## config.mk

```make
export PLATFORM = sky130hd
export DESIGN_NAME = recency_order_tracker
export DESIGN_NICKNAME = d
export VERILOG_FILES = /design/src/rtl/rot_pkg.sv /design/src/rtl/rot_ram.sv /design/src/rtl/recency_order_tracker.sv
export SDC_FILE = /design/constraint.sdc
export NUM_CORES = 1
export LEC_CHECK = 0
export ABC_AREA = 0
export CAP_MARGIN = 20
export CORE_MARGIN = 2
export CORE_UTILIZATION = 39
export DETAILED_ROUTE_END_ITERATION = 10
export DONT_BUFFER_PORTS = 1
export GPL_TIMING_DRIVEN = 1
export HOLD_SLACK_MARGIN = 0.1
export PLACE_DENSITY = 0.52
export SETUP_SLACK_MARGIN = 0.2
export SYNTH_ARGS = -nofsm -noshare
export SYNTH_HDL_FRONTEND = slang
export SYNTH_SLANG_ARGS = --single-unit
```

## constraint.sdc

```tcl
create_clock -name i_clk -period 9 [get_ports i_clk]
set_input_delay 0.9 -clock i_clk [delete_from_list [all_inputs] [get_ports i_clk]]
set_output_delay 0.9 -clock i_clk [all_outputs]
set_load 0.005 [all_outputs]
```

## src/rtl/rot_pkg.sv

```systemverilog
`timescale 1ns / 1ps

package rot_pkg;

    localparam int MAX_VALUES  = 64;
    localparam int MAX_GROUP   = 8;

    localparam int VAL_W       = $clog2(MAX_VALUES + 1);
    localparam int POS_W       = $clog2(MAX_VALUES);
    localparam int CNT_W       = $clog2(MAX_GROUP + 1);
    localparam int TAIL_IW     = (MAX_GROUP > 1) ? $clog2(MAX_GROUP) : 1;

    localparam int NUM_W       = 7;
    localparam int GSZ_W       = 4;
    localparam int CFG_DATA_W  = 7;
    localparam int CFG_IDX_W   = 1;
    localparam int IN_TDATA_W  = 8;
    localparam int OUT_TDATA_W = 8;

    localparam logic [CFG_IDX_W-1:0] CFG_NUM_VALUES = 1'b0;
    localparam logic [CFG_IDX_W-1:0] CFG_GROUP_SIZE = 1'b1;

    localparam logic [NUM_W-1:0] NUM_RESET = 7'd50;
    localparam logic [GSZ_W-1:0] GSZ_RESET = 4'd5;

    typedef enum logic [2:0] {
        S_CLEAR,
        S_IDLE,
        S_READ,
        S_EMIT,
        S_CMP_MAIN,
        S_CMP_TAIL,
        S_CMP_DRAIN
    } t_state;

endpackage

```

## src/rtl/rot_ram.sv

```systemverilog
`timescale 1ns / 1ps

module rot_ram #(
    parameter int DEPTH = 64,
    parameter int WIDTH = 7
) (
    input  logic                     i_clk,
    input  logic                     i_we,
    input  logic [$clog2(DEPTH)-1:0] i_waddr,
    input  logic [WIDTH-1:0]         i_wdata,
    input  logic [$clog2(DEPTH)-1:0] i_raddr,
    output logic [WIDTH-1:0]         o_rdata
);

    logic [WIDTH-1:0] r_mem [DEPTH];
    logic [WIDTH-1:0] r_rdata;

    always_ff @(posedge i_clk) begin
        if (i_we) begin
            r_mem[i_waddr] <= i_wdata;
        end
        r_rdata <= r_mem[i_raddr];
    end

    assign o_rdata = r_rdata;

endmodule

```

## src/rtl/recency_order_tracker.sv

```systemverilog
`timescale 1ns / 1ps

// Channel   | Dir | Handshake                  | Payload
// ----------+-----+----------------------------+------------------------------------
// s (touch) | in  | i_s_tvalid / o_s_tready    | i_s_tdata[6:0] touched_value
// m (pos)   | out | o_m_tvalid / i_m_tready    | o_m_tdata[5:0] prior_position
// cfg       | in  | i_cfg_we (no wait)         | i_cfg_index, i_cfg_data
//
// A touch goes through three steps: accept, position lookup, result and update.
// The touch that closes a group adds a compaction walk: the n values read
// one a cycle from the list memory, then the g group slots, then a drain
// step that writes back the last slot.
// Reset and every register write start a clearing pass over all 64 entries
// that rewrites both memories; no touch is taken during it.
// A result waits in the output register; only the next result stalls on it.

module recency_order_tracker (
    input  logic                               i_clk,
    input  logic                               i_rst_n,
    // touch beats: [6:0] touched_value, [7] zero
    input  logic                               i_s_tvalid,
    output logic                               o_s_tready,
    input  logic [rot_pkg::IN_TDATA_W-1:0]     i_s_tdata,
    // result beats: [5:0] prior_position, [7:6] zero
    output logic                               o_m_tvalid,
    input  logic                               i_m_tready,
    output logic [rot_pkg::OUT_TDATA_W-1:0]    o_m_tdata,
    // register writes
    input  logic                               i_cfg_we,
    input  logic [rot_pkg::CFG_IDX_W-1:0]      i_cfg_index,
    input  logic [rot_pkg::CFG_DATA_W-1:0]     i_cfg_data
);

    import rot_pkg::*;

    // registers
    t_state             r_state, n_state;
    logic [NUM_W-1:0]   r_num, n_num;
    logic [GSZ_W-1:0]   r_gsz, n_gsz;
    logic [VAL_W-1:0]   r_ci, n_ci;     // sweep / walk counter
    logic [VAL_W-1:0]   r_w, n_w;       // compaction write pointer
    logic [CNT_W-1:0]   r_cnt, n_cnt;   // touches in the open group
    logic [VAL_W-1:0]   r_tail [MAX_GROUP];
    logic [VAL_W-1:0]   n_tail [MAX_GROUP];
    logic [VAL_W-1:0]   r_v, n_v;
    logic               r_v_ok, n_v_ok;
    logic [POS_W-1:0]   r_p, n_p;
    logic               r_b_valid, n_b_valid;
    logic               r_b_tail, n_b_tail;
    logic [VAL_W-1:0]   r_b_val, n_b_val;
    logic               r_out_valid, n_out_valid;
    logic [POS_W-1:0]   r_out_pos, n_out_pos;

    // memory ports
    logic               list_we;
    logic [POS_W-1:0]   list_waddr, list_raddr;
    logic [VAL_W-1:0]   list_wdata, list_rdata;
    logic               pos_we;
    logic [POS_W-1:0]   pos_waddr, pos_raddr;
    logic [POS_W-1:0]   pos_wdata, pos_rdata;

    // derived
    logic [VAL_W-1:0]   n_eff;
    logic [CNT_W-1:0]   g_eff;
    logic [VAL_W-1:0]   in_v;
    logic               s_accept;
    logic               out_free;
    logic               clear_last, main_last, tail_last, group_full;
    logic [CNT_W-1:0]   cnt_inc;
    logic [MAX_GROUP-1:0] match;
    logic               found;
    logic [VAL_W-1:0]   sb_val;

    rot_ram #(.DEPTH(MAX_VALUES), .WIDTH(VAL_W)) u_list (
        .i_clk   (i_clk),
        .i_we    (list_we),
        .i_waddr (list_waddr),
        .i_wdata (list_wdata),
        .i_raddr (list_raddr),
        .o_rdata (list_rdata)
    );

    rot_ram #(.DEPTH(MAX_VALUES), .WIDTH(POS_W)) u_pos (
        .i_clk   (i_clk),
        .i_we    (pos_we),
        .i_waddr (pos_waddr),
        .i_wdata (pos_wdata),
        .i_raddr (pos_raddr),
        .o_rdata (pos_rdata)
    );

    // clamp the registers to their working range
    always_comb begin
        if (int'(r_num) < 2) begin
            n_eff = VAL_W'(2);
        end else if (int'(r_num) > MAX_VALUES) begin
            n_eff = VAL_W'(MAX_VALUES);
        end else begin
            n_eff = VAL_W'(r_num);
        end
        if (int'(r_gsz) < 1) begin
            g_eff = CNT_W'(1);
        end else if (int'(r_gsz) > MAX_GROUP) begin
            g_eff = CNT_W'(MAX_GROUP);
        end else begin
            g_eff = CNT_W'(r_gsz);
        end
    end

    assign in_v       = i_s_tdata[VAL_W-1:0];
    assign s_accept   = i_s_tvalid && o_s_tready;
    assign out_free   = !r_out_valid || i_m_tready;
    assign clear_last = (r_ci == VAL_W'(MAX_VALUES - 1));
    assign main_last  = (r_ci == n_eff - VAL_W'(1));
    assign tail_last  = (r_ci[TAIL_IW-1:0] == TAIL_IW'(g_eff - CNT_W'(1)));
    assign cnt_inc    = r_cnt + CNT_W'(1);
    assign group_full = (cnt_inc >= g_eff);
    assign sb_val     = r_b_tail ? r_b_val : list_rdata;

    // repeat of this value earlier in the open group
    always_comb begin
        for (int k = 0; k < MAX_GROUP; k++) begin
            match[k] = (r_tail[k] == r_v);
        end
        found = |match;
    end

    // next state
    always_comb begin
        n_state = r_state;
        unique case (r_state)
            S_CLEAR:     if (clear_last) n_state = S_IDLE;
            S_IDLE:      if (s_accept) n_state = S_READ;
            S_READ:      n_state = S_EMIT;
            S_EMIT: begin
                if (out_free) begin
                    n_state = (r_v_ok && group_full) ? S_CMP_MAIN : S_IDLE;
                end
            end
            S_CMP_MAIN:  if (main_last) n_state = S_CMP_TAIL;
            S_CMP_TAIL:  if (tail_last) n_state = S_CMP_DRAIN;
            S_CMP_DRAIN: n_state = S_IDLE;
            default:     n_state = S_CLEAR;
        endcase
        // a register write restarts the order from any state
        if (i_cfg_we) begin
            n_state = S_CLEAR;
        end
    end

    // datapath and memory controls
    always_comb begin
        n_num       = r_num;
        n_gsz       = r_gsz;
        n_ci        = r_ci;
        n_w         = r_w;
        n_cnt       = r_cnt;
        n_tail      = r_tail;
        n_v         = r_v;
        n_v_ok      = r_v_ok;
        n_p         = r_p;
        n_b_valid   = 1'b0;
        n_b_tail    = 1'b0;
        n_b_val     = r_b_val;
        n_out_valid = r_out_valid && !i_m_tready;
        n_out_pos   = r_out_pos;

        list_we     = 1'b0;
        list_waddr  = r_w[POS_W-1:0];
        list_wdata  = sb_val;
        list_raddr  = r_ci[POS_W-1:0];
        pos_we      = 1'b0;
        pos_waddr   = POS_W'(sb_val - VAL_W'(1));
        pos_wdata   = r_w[POS_W-1:0];
        pos_raddr   = POS_W'(in_v - VAL_W'(1));

        unique case (r_state)
            S_CLEAR: begin
                // ascending list, identity positions
                list_we    = 1'b1;
                list_waddr = r_ci[POS_W-1:0];
                list_wdata = r_ci + VAL_W'(1);
                pos_we     = 1'b1;
                pos_waddr  = r_ci[POS_W-1:0];
                pos_wdata  = r_ci[POS_W-1:0];
                n_ci       = r_ci + VAL_W'(1);
            end
            S_IDLE: begin
                if (s_accept) begin
                    n_v    = in_v;
                    n_v_ok = (in_v != '0) && (in_v <= n_eff);
                end
            end
            S_READ: begin
                n_p = pos_rdata;
            end
            S_EMIT: begin
                if (out_free) begin
                    n_out_valid = 1'b1;
                    n_out_pos   = r_v_ok ? r_p : '0;
                    if (r_v_ok) begin
                        // drop the earlier group place, or the old list slot
                        for (int k = 0; k < MAX_GROUP; k++) begin
                            if (match[k]) n_tail[k] = '0;
                        end
                        n_tail[r_cnt[TAIL_IW-1:0]] = r_v;
                        n_cnt = cnt_inc;
                        if (!found) begin
                            list_we    = 1'b1;
                            list_waddr = r_p;
                            list_wdata = '0;
                        end
                        if (group_full) begin
                            n_ci = '0;
                            n_w  = '0;
                        end
                    end
                end
            end
            S_CMP_MAIN: begin
                n_b_valid = 1'b1;
                n_ci      = main_last ? '0 : r_ci + VAL_W'(1);
            end
            S_CMP_TAIL: begin
                n_b_valid = 1'b1;
                n_b_tail  = 1'b1;
                n_b_val   = r_tail[r_ci[TAIL_IW-1:0]];
                n_ci      = r_ci + VAL_W'(1);
            end
            S_CMP_DRAIN: begin
                for (int k = 0; k < MAX_GROUP; k++) begin
                    n_tail[k] = '0;
                end
                n_cnt = '0;
            end
            default: ;
        endcase

        // compaction write stage: keep non-empty slots in order
        if (r_b_valid && sb_val != '0) begin
            list_we = 1'b1;
            pos_we  = 1'b1;
            n_w     = r_w + VAL_W'(1);
        end

        if (i_cfg_we) begin
            unique case (i_cfg_index)
                CFG_NUM_VALUES: n_num = i_cfg_data[NUM_W-1:0];
                CFG_GROUP_SIZE: n_gsz = i_cfg_data[GSZ_W-1:0];
                default: ;
            endcase
            n_ci  = '0;
            n_cnt = '0;
            for (int k = 0; k < MAX_GROUP; k++) begin
                n_tail[k] = '0;
            end
        end
    end

    always_ff @(posedge i_clk) begin
        if (!i_rst_n) begin
            r_state     <= S_CLEAR;
            r_num       <= NUM_RESET;
            r_gsz       <= GSZ_RESET;
            r_ci        <= '0;
            r_w         <= '0;
            r_cnt       <= '0;
            r_b_valid   <= 1'b0;
            r_b_tail    <= 1'b0;
            r_out_valid <= 1'b0;
            for (int k = 0; k < MAX_GROUP; k++) begin
                r_tail[k] <= '0;
            end
        end else begin
            r_state     <= n_state;
            r_num       <= n_num;
            r_gsz       <= n_gsz;
            r_ci        <= n_ci;
            r_w         <= n_w;
            r_cnt       <= n_cnt;
            r_b_valid   <= n_b_valid;
            r_b_tail    <= n_b_tail;
            r_out_valid <= n_out_valid;
            r_tail      <= n_tail;
        end
    end

    // payload, no reset
    always_ff @(posedge i_clk) begin
        r_v       <= n_v;
        r_v_ok    <= n_v_ok;
        r_p       <= n_p;
        r_b_val   <= n_b_val;
        r_out_pos <= n_out_pos;
    end

    // outputs
    always_comb begin
        o_s_tready = (r_state == S_IDLE);
        o_m_tvalid = r_out_valid;
        o_m_tdata  = OUT_TDATA_W'(r_out_pos);
    end

endmodule

```

# Word-level counts from Yosys, hierarchy flattened
# Memory sizes are Yosys's and may differ from the RTL's. A register that Yosys moved wholly into a read port is not among the register bits.
# Index checks and enable logic that the tools add are counted.
dict set report word_totals {
  reg_bits 118
  ramBits 832
  in_bits 21
  output_inout_bits 10
  word_cells 186
  memories 2
}
# memory depth width rd rd_clocked_by_memory_dff write_ports line_no
set mem_list {}
lappend mem_list {u_list.r_mem 64 7 1 1 1 rot_ram.sv:15} ;# logic [WIDTH-1:0] r_mem [DEPTH];
lappend mem_list {u_pos.r_mem 64 6 1 1 1 rot_ram.sv:15}
dict set report classes {
  addsub 7
  n_lt_le_gt_ge 9
  n_eq_ne 24
  n_mux 88
  n_bitwise 4
  reduce_logical 30
}
# cell n
set ops {}
lappend ops {{two-way mux 7 bit} 47}
lappend ops {{two-way mux 56 bit} 2}
lappend ops {{case mux 56 bit (2 select lines)} 1}
lappend ops {{== test 7 bit} 9}
lappend ops {{bitwise mux 56 bit} 1}
lappend ops {{two-way mux 6 bit} 5}
lappend ops {{binary-select mux 7 bit (select 3 bit)} 1}
lappend ops {{demux 7 bit (select 3 bit)} 1}
lappend ops {{case mux 3 bit (7 select lines)} 1}
lappend ops {{case mux 7 bit (3 select lines)} 1}
lappend ops {{two-way mux 3 bit} 6}
lappend ops {{two-way mux 4 bit} 4}
lappend ops {{adder 7 x 1 -> 7 bit, second input constant} 2}
lappend ops {{two-way mux 1 bit} 14}
lappend ops {{case mux 7 bit (2 select lines)} 1}
lappend ops {{nonzero test 7 bit} 2}
lappend ops {{inequality test 2 bit, second input constant} 6}
lappend ops {{case mux 6 bit (2 select lines)} 1}
lappend ops {{subtractor 6 x 1 -> 6 bit, second input constant} 2}
lappend ops {{nonzero test 2 bit} 5}
lappend ops {{== test 3 bit, second input constant} 3}
lappend ops {{greater-or-equal comparator 4 bit, second input constant} 2}
lappend ops {{< comparator 4 x 1 -> 1 bit, second input constant} 2}
lappend ops {{inverter 3 -> 4 bit} 2}
lappend ops {{other kinds (27)} 41}

# Longest topological paths before layout
# Gate-level depths: netlist (run 1).
dict set report logic_depth {
  ltp_word 9
  mapped_depth 13
}

# By module
# A second synthesis (run 1) with hierarchy kept.
dict set report unflattened {
  cells_unflattened 2341
  hier_area_um2 39865.7
}
# module n_inst cells_per_inst area_per_inst_um2 seq_area_each_um2
set modules_own_cells {}
lappend modules_own_cells {{rot_ram at u_list} 1 827 17635.7 13593.0}
lappend modules_own_cells {{rot_ram at u_pos} 1 720 15225.9 11651.2}
lappend modules_own_cells {recency_order_tracker 1 794 7004.2 2612.5}

# Least setup slack after synthesis (run 1)
# Ideal clock, no wire load.
dict set report synth_path {
  path_kind {register to register}
  startpoint {register r_v[6]}
  endpoint {memory u_list.r_mem[0][5], data pin}
  setup_ns 0.702
  arrival_ns 4.235
  setup_slack_ns 4.063
  stages_incl_launch_ff 10
  synth_period_minus_slack_ns 4.937
  cell_sequence {edfxtp_1 buf_6 xor2_1 nor4_1 nand4_1 nand4b_1 or3_1 buf_6 nand2_1 o21ai_0}
}
dict set report synth_via {
  elab_chain_len 6
  word_cells_on_any_way 13
  cone_classes {eq/ne (8); mux (4); reduce/logical (1)}
}
# element line_no
set synth_rtl {}
lappend synth_rtl {{start, declared} recency_order_tracker.sv:45} ;# logic [VAL_W-1:0] r_v, n_v;
lappend synth_rtl {{start signal, assigned} recency_order_tracker.sv:290} ;# r_v <= n_v;
lappend synth_rtl {{== test 7 bit} recency_order_tracker.sv:123} ;# match[k] = (r_tail[k] == r_v);
lappend synth_rtl {{OR reduction 8 bit *} recency_order_tracker.sv:125} ;# found = |match;
lappend synth_rtl {{two-way mux 7 bit *} recency_order_tracker.sv:208} ;# if (!found) begin
lappend synth_rtl {{two-way mux 7 bit *} recency_order_tracker.sv:201} ;# if (r_v_ok) begin
lappend synth_rtl {{two-way mux 7 bit *} recency_order_tracker.sv:198} ;# if (out_free) begin
lappend synth_rtl {{case mux 7 bit (2 select lines) *} recency_order_tracker.sv:177} ;# unique case (r_state)
lappend synth_rtl {{named net list_wdata[5]} recency_order_tracker.sv:57} ;# logic [VAL_W-1:0] list_wdata, list_rdata;
lappend synth_rtl {{end, declared} rot_ram.sv:15}
# The timed path passes the listed nets; every way through them passes the cells marked *.

# Worst setup path in the final report (run 1)
dict set report layout_path {
  startpoint {register r_v[6]}
  endpoint {memory u_list.r_mem[56][6], enable pin}
}
dict set report layout_via {
  elab_chain_len 9
  word_cells_on_any_way 20
  cone_classes {eq/ne (8); mux (11); reduce/logical (1)}
}
# element line_no
set layout_rtl {}
lappend layout_rtl {{== test 7 bit} recency_order_tracker.sv:123}
lappend layout_rtl {{OR reduction 8 bit *} recency_order_tracker.sv:125}
lappend layout_rtl {{two-way mux 1 bit} recency_order_tracker.sv:208}
lappend layout_rtl {{two-way mux 1 bit} recency_order_tracker.sv:201}
lappend layout_rtl {{two-way mux 1 bit} recency_order_tracker.sv:198}
lappend layout_rtl {{case mux 1 bit (2 select lines)} recency_order_tracker.sv:177}
lappend layout_rtl {{two-way mux 1 bit} recency_order_tracker.sv:240} ;# if (r_b_valid && sb_val != '0) begin
lappend layout_rtl {{two-way mux 1 bit} rot_ram.sv:19} ;# if (i_we) begin
lappend layout_rtl {{two-way mux 1 bit (implied by the code)} rot_ram.sv:20} ;# r_mem[i_waddr] <= i_wdata;
# Mark *: on every way between the ends. The rest lies on a longest branch, timed or not.

==> results of run 1 <==
-- layout make-up --
cell class,instances,area (µm²),share of cell area [%]
clock buffer,140,2790,6.30
clock inverter,46,428,0.967
inverter,15,56.3,0.127
multi-input combinational,1026,11100,25.0
sequential,962,27900,63.0
tap,1298,1620,3.67
timing repair buffer,60,422,0.953
-- where the power goes --
part / switching [µW] / leakage, µW / total, µW / internal, µW
registers: 15.9 / 0.00887 / 4860 / 4840
logic: 211 / 0.00352 / 388 / 177
clock network: 1690 / 0.00158 / 4030 / 2340
-- critical path: stages, from the launching register on --
cell and delay [ns]:
edfxtp_1 0.61, xor2_1 0.23, nor4_1 0.52, nand4_1 0.23, nand4b_1 0.40, or3_1 0.55, mux2i_4 0.31, buf_4 0.38
nand4_1 0.84, nor2_1 0.91
-- worst paths after layout --
path	from	to	slack [ns]	cells past startpoint
worst max-delay path	r_v[6]	u_list.r_mem[56][6]	3.63	9
worst min-delay path	i_rst_n	r_gsz[0]	0.30	1
worst max register to register	r_v[6]	u_list.r_mem[56][6]	3.63	9
worst min register to register	u_pos.o_rdata[0]	r_p[0]	0.40	0
-- synth_stat cells (4+ instances only) --
cell type,count,area [µm²]
a21boi_0,7,52.6
mux2i_1,11,110
a21o_1,4,30.0
o21ai_0,19,95.1
and3_1,5,31.3
nand3_2,4,40.0
xnor2_1,47,412
dfxtp_1,103,2060
mux4_2,287,6460
nor3b_1,6,45.0
and2_1,22,138
nand4_1,14,87.6
a31oi_1,4,25.0
nor3_2,5,50.1
nand3_1,31,155
o21ai_1,8,40.0
nor2_1,199,747
nor3_1,36,180
mux2_2,8,90.1
a22oi_1,59,443
edfxtp_1,859,25800
buf_6,8,90.1
clkbuf_1,65,244
o31ai_1,4,30.0
nor2b_1,12,75.1
buf_1,31,116
ha_1,20,250
a21oi_1,15,75.1
clkbuf_8,4,55.1
xor2_1,33,289
o22ai_1,7,43.8
nor4_1,17,106
nand2b_1,5,31.3
o21a_1,7,52.6
inv_1,13,48.8
or3_1,4,25.0
nand2_1,90,338
-- state kept, by name, summed over array words and instances, names as in the netlist, 6 cells and up --
| signal | flops |
|---|---|
| u_pos.o_rdata | 6 |
| u_list.o_rdata | 7 |
| r_out_pos | 6 |
| r_w | 6 |
| u_list.r_mem | 448 |
| r_ci | 7 |
| r_v | 7 |
| r_b_val | 7 |
| u_pos.r_mem | 384 |
| r_tail | 56 |
| r_p | 6 |
| r_num | 7 |
-- logic make-up after synthesis --
group | count (synthesis) | synth area share [%]
AND/OR/NAND/NOR | 462 | 5.49
other | 1 | 0.00953
flip-flops | 962 | 70.8
XOR/XNOR | 80 | 1.78
buffers and inverters | 128 | 1.50
adder cells (fa/ha/maj) | 20 | 0.636
multiplexers | 306 | 16.9
AO/OA/AOI/OAI | 156 | 2.90
-- routing by layer --
metal / GRT usage [%] / up-vias
met5: 0 / -
met4: 5.74 / 2
met3: 3.99 / 154
met2: 29.9 / 534
met1: 24.5 / 10412
li1: - / 8670
-- per-stage QoR --
stage	utilization, %	cell area, µm²	cells	total power (µW)
floorplan	-	39400	2116	5220
global placement	40.8	40900	3340	5340
detailed placement	40.9	40900	3343	5350
CTS	44.1	44100	3529	9380
global route	44.2	44300	3547	9560
finish	44.2	44300	3547	9270
==> results.toml, run 1 <==
[outcome]
outcome = "complete, no violations"

[global_route]
grt_pass1_wl_mm = 138
grt_start_max_net_pins = 100
grt_overflow = 0
grt_usage_pct = 18.3
grt_pass1_vias = 20550
antenna_found_initial = 1

[drt]
initialDrtViolationCount = 1941
wl_met3_mm = 5.55
wl_met1_mm = 40.1
drtPass1Iterations = 5
vias_per_cell = 5.57
drc = 0
ant_nets = 0
routedWlPerCell_um = 26.5
top_layer = "met5"
wl_met2_mm = 45.8
wl_mm = 94.1
route.vias.total = 19772

[cells_and_area]
final_layout_size_suffix_gt1_share_pct = 24.2
fillCellCount = 8597
mostFrequentLayoutCell = "edfxtp_1"
nNetsFinal = 2207
layout_common_cells = "859 x edfxtp_1, 287 x mux4_2, 199 x nor2_1"
area.growth.synth_to_final_pct = 12.4
num_antenna_cells = 0

[floorplan]
row_count = 116
die_h_um = 322
dieArea_um2 = 104000
coreArea_um2 = 100000
die_w_um = 322
start_util_pct = 39.3
io-pin-count = 31

[clocking]
cts_tree = "done"
cts_hold_buf = 0
cts.clk_slew.worst_paths_ns = 0.06
clock_latency_ns = 0.68
cts_buffer_depth = 3
numCtsBuffers = 101
cts.sinks = 962
htreeDepth = 3
clockRootBuffer = "clkbuf_16"
cts_resized = 0
cts_setup_buffers = 0

[logic_synthesis]
synth-seq-cells = 962
ys_dominant_reg_cell = "edfxtp_1"
ys_seq_area_share_pct = 70.8
synth.distinct_cells = 65
synth_area_per_cell_um2 = 18.6
synth_edf_count = 859
yosys_warnings = 0
synthesis.area_um2 = 39400
async_reset_ff_share_pct = 0
synthCells = 2115

[min_path]
hold_path_class = "input port to flop"

[worst_setup_path]
worst_ep_arrival_time_ns = 5.67
crit_fanout = 20
critPathKind = "flop to flop"
crit_required_ns = 9.30
start_kind = "flop"
endpoint_kind = "flop"

[timing]
setup_viol = 0
fin_crit_ns = 5.37
fin_ws_ns = 3.63
rsz0062_at_grt = "no"
fmax_ghz = 0.186
skew_ns = 0.0356
tightest_slew_ns = 1.11
setup_tns_ns = 0
fin_crit_sh_pct = 59.7
hold_viol = 0
relSlewSlack_pct = 25.7
slew_viol_final = 0
hold_ws_ns = 0.303

[power]
vdd_drop_max_mv = 0.162
leakagePower_uw = 0.0140
cellPowerDensity_nw_per_um2 = 210

[placed_design]
gp_congestion = 0.807
post-place-ws_ns = 3.72
dpl.hpwl_mm = 57.9
port-buffer-count = 0

[job]
cap_violations = 0
(Power assumes the default switching activity.)
==> run 2, diff against run 1 <==
==> constraint.sdc (replaced) <==
create_clock -name i_clk -period 5.2 [get_ports i_clk]
set_input_delay 0.52 -clock i_clk [delete_from_list [all_inputs] [get_ports i_clk]]
set_output_delay 0.52 -clock i_clk [all_outputs]
set_load 0.005 [all_outputs]
==> run 2 against run 1 <==
  * Sequential share of layout area shrank 0.97 points
  * Utilization grew 0.69 points
  * Non-clock buffer count rose by 73
  * Final area is 1.6% higher
  * Wire length increased by 2.1%
  * Clock skew rose by 0.0087 ns
  * Hold slack got worse by 0.14 ns
  * Final cell count increased by 2.0%
  * Critical endpoint is now u_list.r_mem[58][3]
  * Critical path depth did not move
  * Register-to-register slack got worse by 2.9 ns
  * Via count up 1.8%
  * Count of clock-buffer cells in the layout fell by 14
==> results.toml, run 2 (synthesis gave the netlist of run 1 again) <==
[clocking]
htreeDepth = 3
cts_tree = "done"
cts_buffer_depth = 3
cts_setup_buffers = 0
cts_resized = 0
clockRootBuffer = "clkbuf_16"
numCtsBuffers = 102
clock_latency_ns = 0.69
cts.sinks = 962
cts.clk_slew.worst_paths_ns = 0.06

[drt]
ant_nets = 0
route.vias.total = 20125
routedWlPerCell_um = 26.6
drtPass1Iterations = 5
drc = 0
vias_per_cell = 5.56
wl_mm = 96.1
initialDrtViolationCount = 1825

[cells_and_area]
regArea_um2 = 27900
fillCellCount = 8584
largest_register_ffs = 448
mostFrequentLayoutCell = "edfxtp_1"
final_util_pct = 44.9
layout_common_cells = "859 x edfxtp_1, 287 x mux4_2, 199 x nor2_1"
area.growth.synth_to_final_pct = 14.2
top_register = "u_list.r_mem"
reg.largest.list = "u_list.r_mem: 448 flops, u_pos.r_mem: 384 flops, r_tail: 56 flops"
nNetsFinal = 2281
num_antenna_cells = 0
final_layout_size_suffix_gt1_share_pct = 25.9
multi_input_area_um2 = 11100

[floorplan]
die_h_um = 322
dieArea_um2 = 104000
io-pin-count = 31
row_count = 116
start_util_pct = 39.3
coreArea_um2 = 100000
die_w_um = 322

[outcome]
outcome = "complete, no violations"

[worst_setup_path]
endpoint_kind = "flop"
critPathKind = "flop to flop"
setup.worst_path.end = "u_list.r_mem[58][3]"
r2r-start = "r_v[6]"
max_stage_delay_ns = 0.62
crit_family = "simple AND/OR/NAND/NOR gates"
r2r_slack_ns = 0.77
worst_ep_arrival_time_ns = 4.82
critPathLaunch = "r_v[6]"
critPathBufInv = 1
rr_worst_depth = 9
crit_cells = 9
r2r-end = "u_list.r_mem[58][3]"
crit_fanout = 10
crit_required_ns = 5.59
path_cells = "xor2_1 > nor4_1 > nand4_1 > nand4b_1 > or3_1 > a311o_2 > nand3_1 > nor3_1 > buf_4"
critPathSlowestCell = "edfxtp_1"
start_kind = "flop"

[global_route]
grt_usage_pct = 18.8
grt_overflow = 0
grt_pass1_vias = 21100
grt_start_max_net_pins = 100
antenna_found_initial = 0
grt_pass1_wl_mm = 143

[timing]
hold_viol = 0
tightest_slew_ns = 1.06
fmax_ghz = 0.226
setup_tns_ns = 0
fin_crit_ns = 4.43
setup_viol = 0
slew_viol_final = 0
fin_crit_sh_pct = 85.2
skew_ns = 0.0442
rsz0062_at_grt = "no"
relSlewSlack_pct = 28.7

[power]
leakagePower_uw = 0.0144
vdd_drop_max_mv = 0.247
cellPowerDensity_nw_per_um2 = 359

[job]
cap_violations = 0

[placed_design]
dpl.hpwl_mm = 60.4
gp_congestion = 0.829
port-buffer-count = 0

[min_path]
hold_path_class = "input port to flop"
[run 2: timing repair]
item,4_1_cts,5_1_grt
endpoints found under the hold margin,27,0
hold buffers,22,0
setup endpoints to repair,0,0
[run 2: worst min-delay path by stage]
stage	start	end	slack [ns]	cells past startpoint
after floorplan	u_pos.o_rdata[0]	r_p[0]	0.39	0
after global placement	u_pos.o_rdata[2]	r_p[2]	0.40	0
after detailed placement	u_pos.o_rdata[5]	r_p[5]	0.39	0
after CTS	i_s_tvalid	r_state[2]	0.11	2
after global routing	i_s_tvalid	r_state[2]	0.16	2
final	i_s_tvalid	r_state[2]	0.16	2
[run 2: cell type report]
type | instances | area share, %
Clock buffer | 126 | 5.98
Clock inverter | 57 | 1.22
Inverter | 15 | 0.125
Multi-Input combinational cell | 1026 | 24.6
Sequential cell | 962 | 62.0
Tap cell | 1298 | 3.61
Timing Repair Buffer | 133 | 2.46
[run 2: layer usage]
metal / GRT usage, % / up-vias / share of wire, %
li1: - / 8808 / -
met1: 25.3 / 10693 / 43
met2: 31.7 / 497 / 50
met3: 3.10 / 127 / 4.9
met4: 4.58 / 0 / 1.9
met5: 0 / - / 0
[run 2: where the power goes]
group / internal (µW) / total (µW) / switching, µW
logic: 327 / 702 / 376
registers: 8380 / 8410 / 26.3
clock network: 4070 / 7050 / 2980
[run 2: per-stage QoR]
step	total power, µW	hold WS (ns)	setup WS (ns)	cell area (µm²)	cells
finish	16200	0.160	0.770	44900	3617
detailed placement	9270	0.389	0.469	41500	3411
floorplan	9040	0.386	0.263	39400	2116
global route	16600	0.161	0.573	44900	3617
global placement	9260	0.397	0.633	41500	3410
CTS	16300	0.114	0.479	44900	3616
==> run 3, diff against run 2 <==
--- a/config.mk
+++ b/config.mk
@@ -9,6 +9,7 @@
 export CAP_MARGIN = 20
 export CORE_MARGIN = 2
 export CORE_UTILIZATION = 39
+export CTS_BUF_LIST = sky130_fd_sc_hd__clkbuf_16
 export DETAILED_ROUTE_END_ITERATION = 10
 export DONT_BUFFER_PORTS = 1
 export GPL_TIMING_DRIVEN = 1
==> run 3 against run 2 <==
  * Via count grew 0.43%
  * Global-route usage about the same
  * Final cell count stayed put
  * Flip-flop and latch count did not move
  * Largest cell class unchanged
  * First-iteration DRC count grew 2.0%
  * Sequential power is essentially flat
  * Power down 0.42%
  * Combinational power barely moved
==> results.toml, run 3 (synthesis gave the netlist of run 1 again) <==
[placed_design]
place_inst = 3411
port-buffer-count = 0
gp_congestion = 0.829
dpl.hpwl_mm = 60.4
postPlaceCellArea_um2 = 41500

[clocking]
clock_latency_ns = 0.69
htreeDepth = 3
cts_setup_buffers = 0
cts_buffer_depth = 3
numCtsBuffers = 102
cts_resized = 0
clockRootBuffer = "clkbuf_16"
cts.clk_slew.worst_paths_ns = 0.06
cts_tree = "done"
cts.sinks = 962

[cells_and_area]
mostFrequentLayoutCell = "edfxtp_1"
top_register = "u_list.r_mem"
nNetsFinal = 2281
area.growth.synth_to_final_pct = 14.1
layout_common_cells = "859 x edfxtp_1, 287 x mux4_2, 199 x nor2_1"
largest_register_ffs = 448
num_antenna_cells = 0
final_layout_size_suffix_gt1_share_pct = 25.7
reg.largest.list = "u_list.r_mem: 448 flops, u_pos.r_mem: 384 flops, r_tail: 56 flops"
layout.cells.non_filler = 3617
fin_area_um2 = 44900

[drt]
wl_mm = 96.2
routedWlPerCell_um = 26.6
ant_nets = 0
initialDrtViolationCount = 1861
drc = 0
vias_per_cell = 5.59
route.vias.total = 20211
drtPass1Iterations = 7

[power]
vdd_drop_max_mv = 0.245
p_total_uw = 16100
cellPowerDensity_nw_per_um2 = 358
leakagePower_uw = 0.0145

[min_path]
hold_path_depth = 2
hold_path_class = "input port to flop"
min_to = "r_state[2]"
min_from = "i_s_tvalid"

[global_route]
grt_use_met2_pct = 31.8
grt_start_max_net_pins = 100
met3_usage_pct = 3.10
grt_overflow = 0
grt_pass1_wl_mm = 143
grt_usage_pct = 18.8
grt_pass1_vias = 21099
busiest_layer = "met2"
antenna_found_initial = 0
use_met1_pct = 25.3

[timing]
fmax_ghz = 0.226
fin_crit_ns = 4.43
hold_ws_ns = 0.163
skew_ns = 0.0431
rsz0062_at_grt = "no"
tightest_slew_ns = 1.07
setup_tns_ns = 0
setup_viol = 0
relSlewSlack_pct = 28.3
slew_viol_final = 0
fin_crit_sh_pct = 85.1
hold_viol = 0

[worst_setup_path]
crit_fanout = 10
critPathSlowestCell = "edfxtp_1"
crit_required_ns = 5.59
worst_ep_arrival_time_ns = 4.82
start_kind = "flop"
r2r_slack_ns = 0.77
endpoint_kind = "flop"
rr_worst_depth = 9
critPathBufInv = 1
critPathKind = "flop to flop"
path_cells = "xor2_1 > nor4_1 > nand4_1 > nand4b_1 > or3_1 > a311o_2 > nand3_1 > nor3_1 > buf_4"
crit_family = "simple AND/OR/NAND/NOR gates"
max_stage_delay_ns = 0.62
r2r-start = "r_v[6]"
r2r-end = "u_list.r_mem[58][3]"

[floorplan]
die_w_um = 322
die_h_um = 322
coreArea_um2 = 100000
start_util_pct = 39.3
row_count = 116
io-pin-count = 31
dieArea_um2 = 104000

[job]
cap_violations = 0

[outcome]
outcome = "complete, no violations"
run 3: cell count changes in the layout (fill, tap and decap cells not counted):
cell      delta
inv_2        +1
clkinv_1     +1
clkbuf_1    -19
inv_1       +21
clkbuf_2     -2
clkbuf_8     -2
run 3: worst reg2reg max path, stage by stage (launching register included):
cell and delay [ns]:
edfxtp_1 0.62, xor2_1 0.24, nor4_1 0.49, nand4_1 0.20, nand4b_1 0.37, or3_1 0.56
a311o_2 0.51, nand3_1 0.33, nor3_1 0.57, buf_4 0.25
run 3: layout make-up:
type | instances | area (µm²)
Fill cell | 8588 | 55200
Sequential cell | 962 | 27900
Multi-Input combinational cell | 1026 | 11100
Clock buffer | 103 | 2580
Tap cell | 1298 | 1620
Timing Repair Buffer | 133 | 1100
Clock inverter | 80 | 637
Inverter | 15 | 56.3
run 3: what timing repair did:
action,in CTS,in global routing
hold endpoints to repair,27,0
setup endpoints to repair,0,0
hold buffers,22,0
run 3: metal layers:
layer,share of wire [%],up-vias
li1,-,8821
met3,4.8,131
met2,50,514
met4,2.0,0
met1,43,10745
met5,0,-
run 3: worst max path at each step:
stage / start / to / slack (ns) / cells after the start
after floorplan: r_v[6] / u_list.r_mem[0][5] / 0.26 / 9
after global placement: r_v[6] / u_list.r_mem[12][5] / 0.63 / 8
after detailed placement: r_v[6] / u_list.r_mem[28][5] / 0.47 / 8
after CTS: r_v[6] / u_list.r_mem[0][5] / 0.48 / 8
after global routing: r_v[6] / u_list.r_mem[58][6] / 0.57 / 9
final: r_v[6] / u_list.r_mem[58][3] / 0.77 / 9
run 3: power breakdown:
group | switching (µW) | total, µW | internal, µW
registers | 26.2 | 8410 | 8380
clock network | 2990 | 6980 | 3990
logic | 376 | 703 | 327
run 3: metrics by stage:
step	util (%)	worst slack [ns]
finish	44.9	0.773
global route	44.9	0.573
CTS	44.8	0.479
detailed placement	41.4	0.469
global placement	41.4	0.633
floorplan	-	0.263
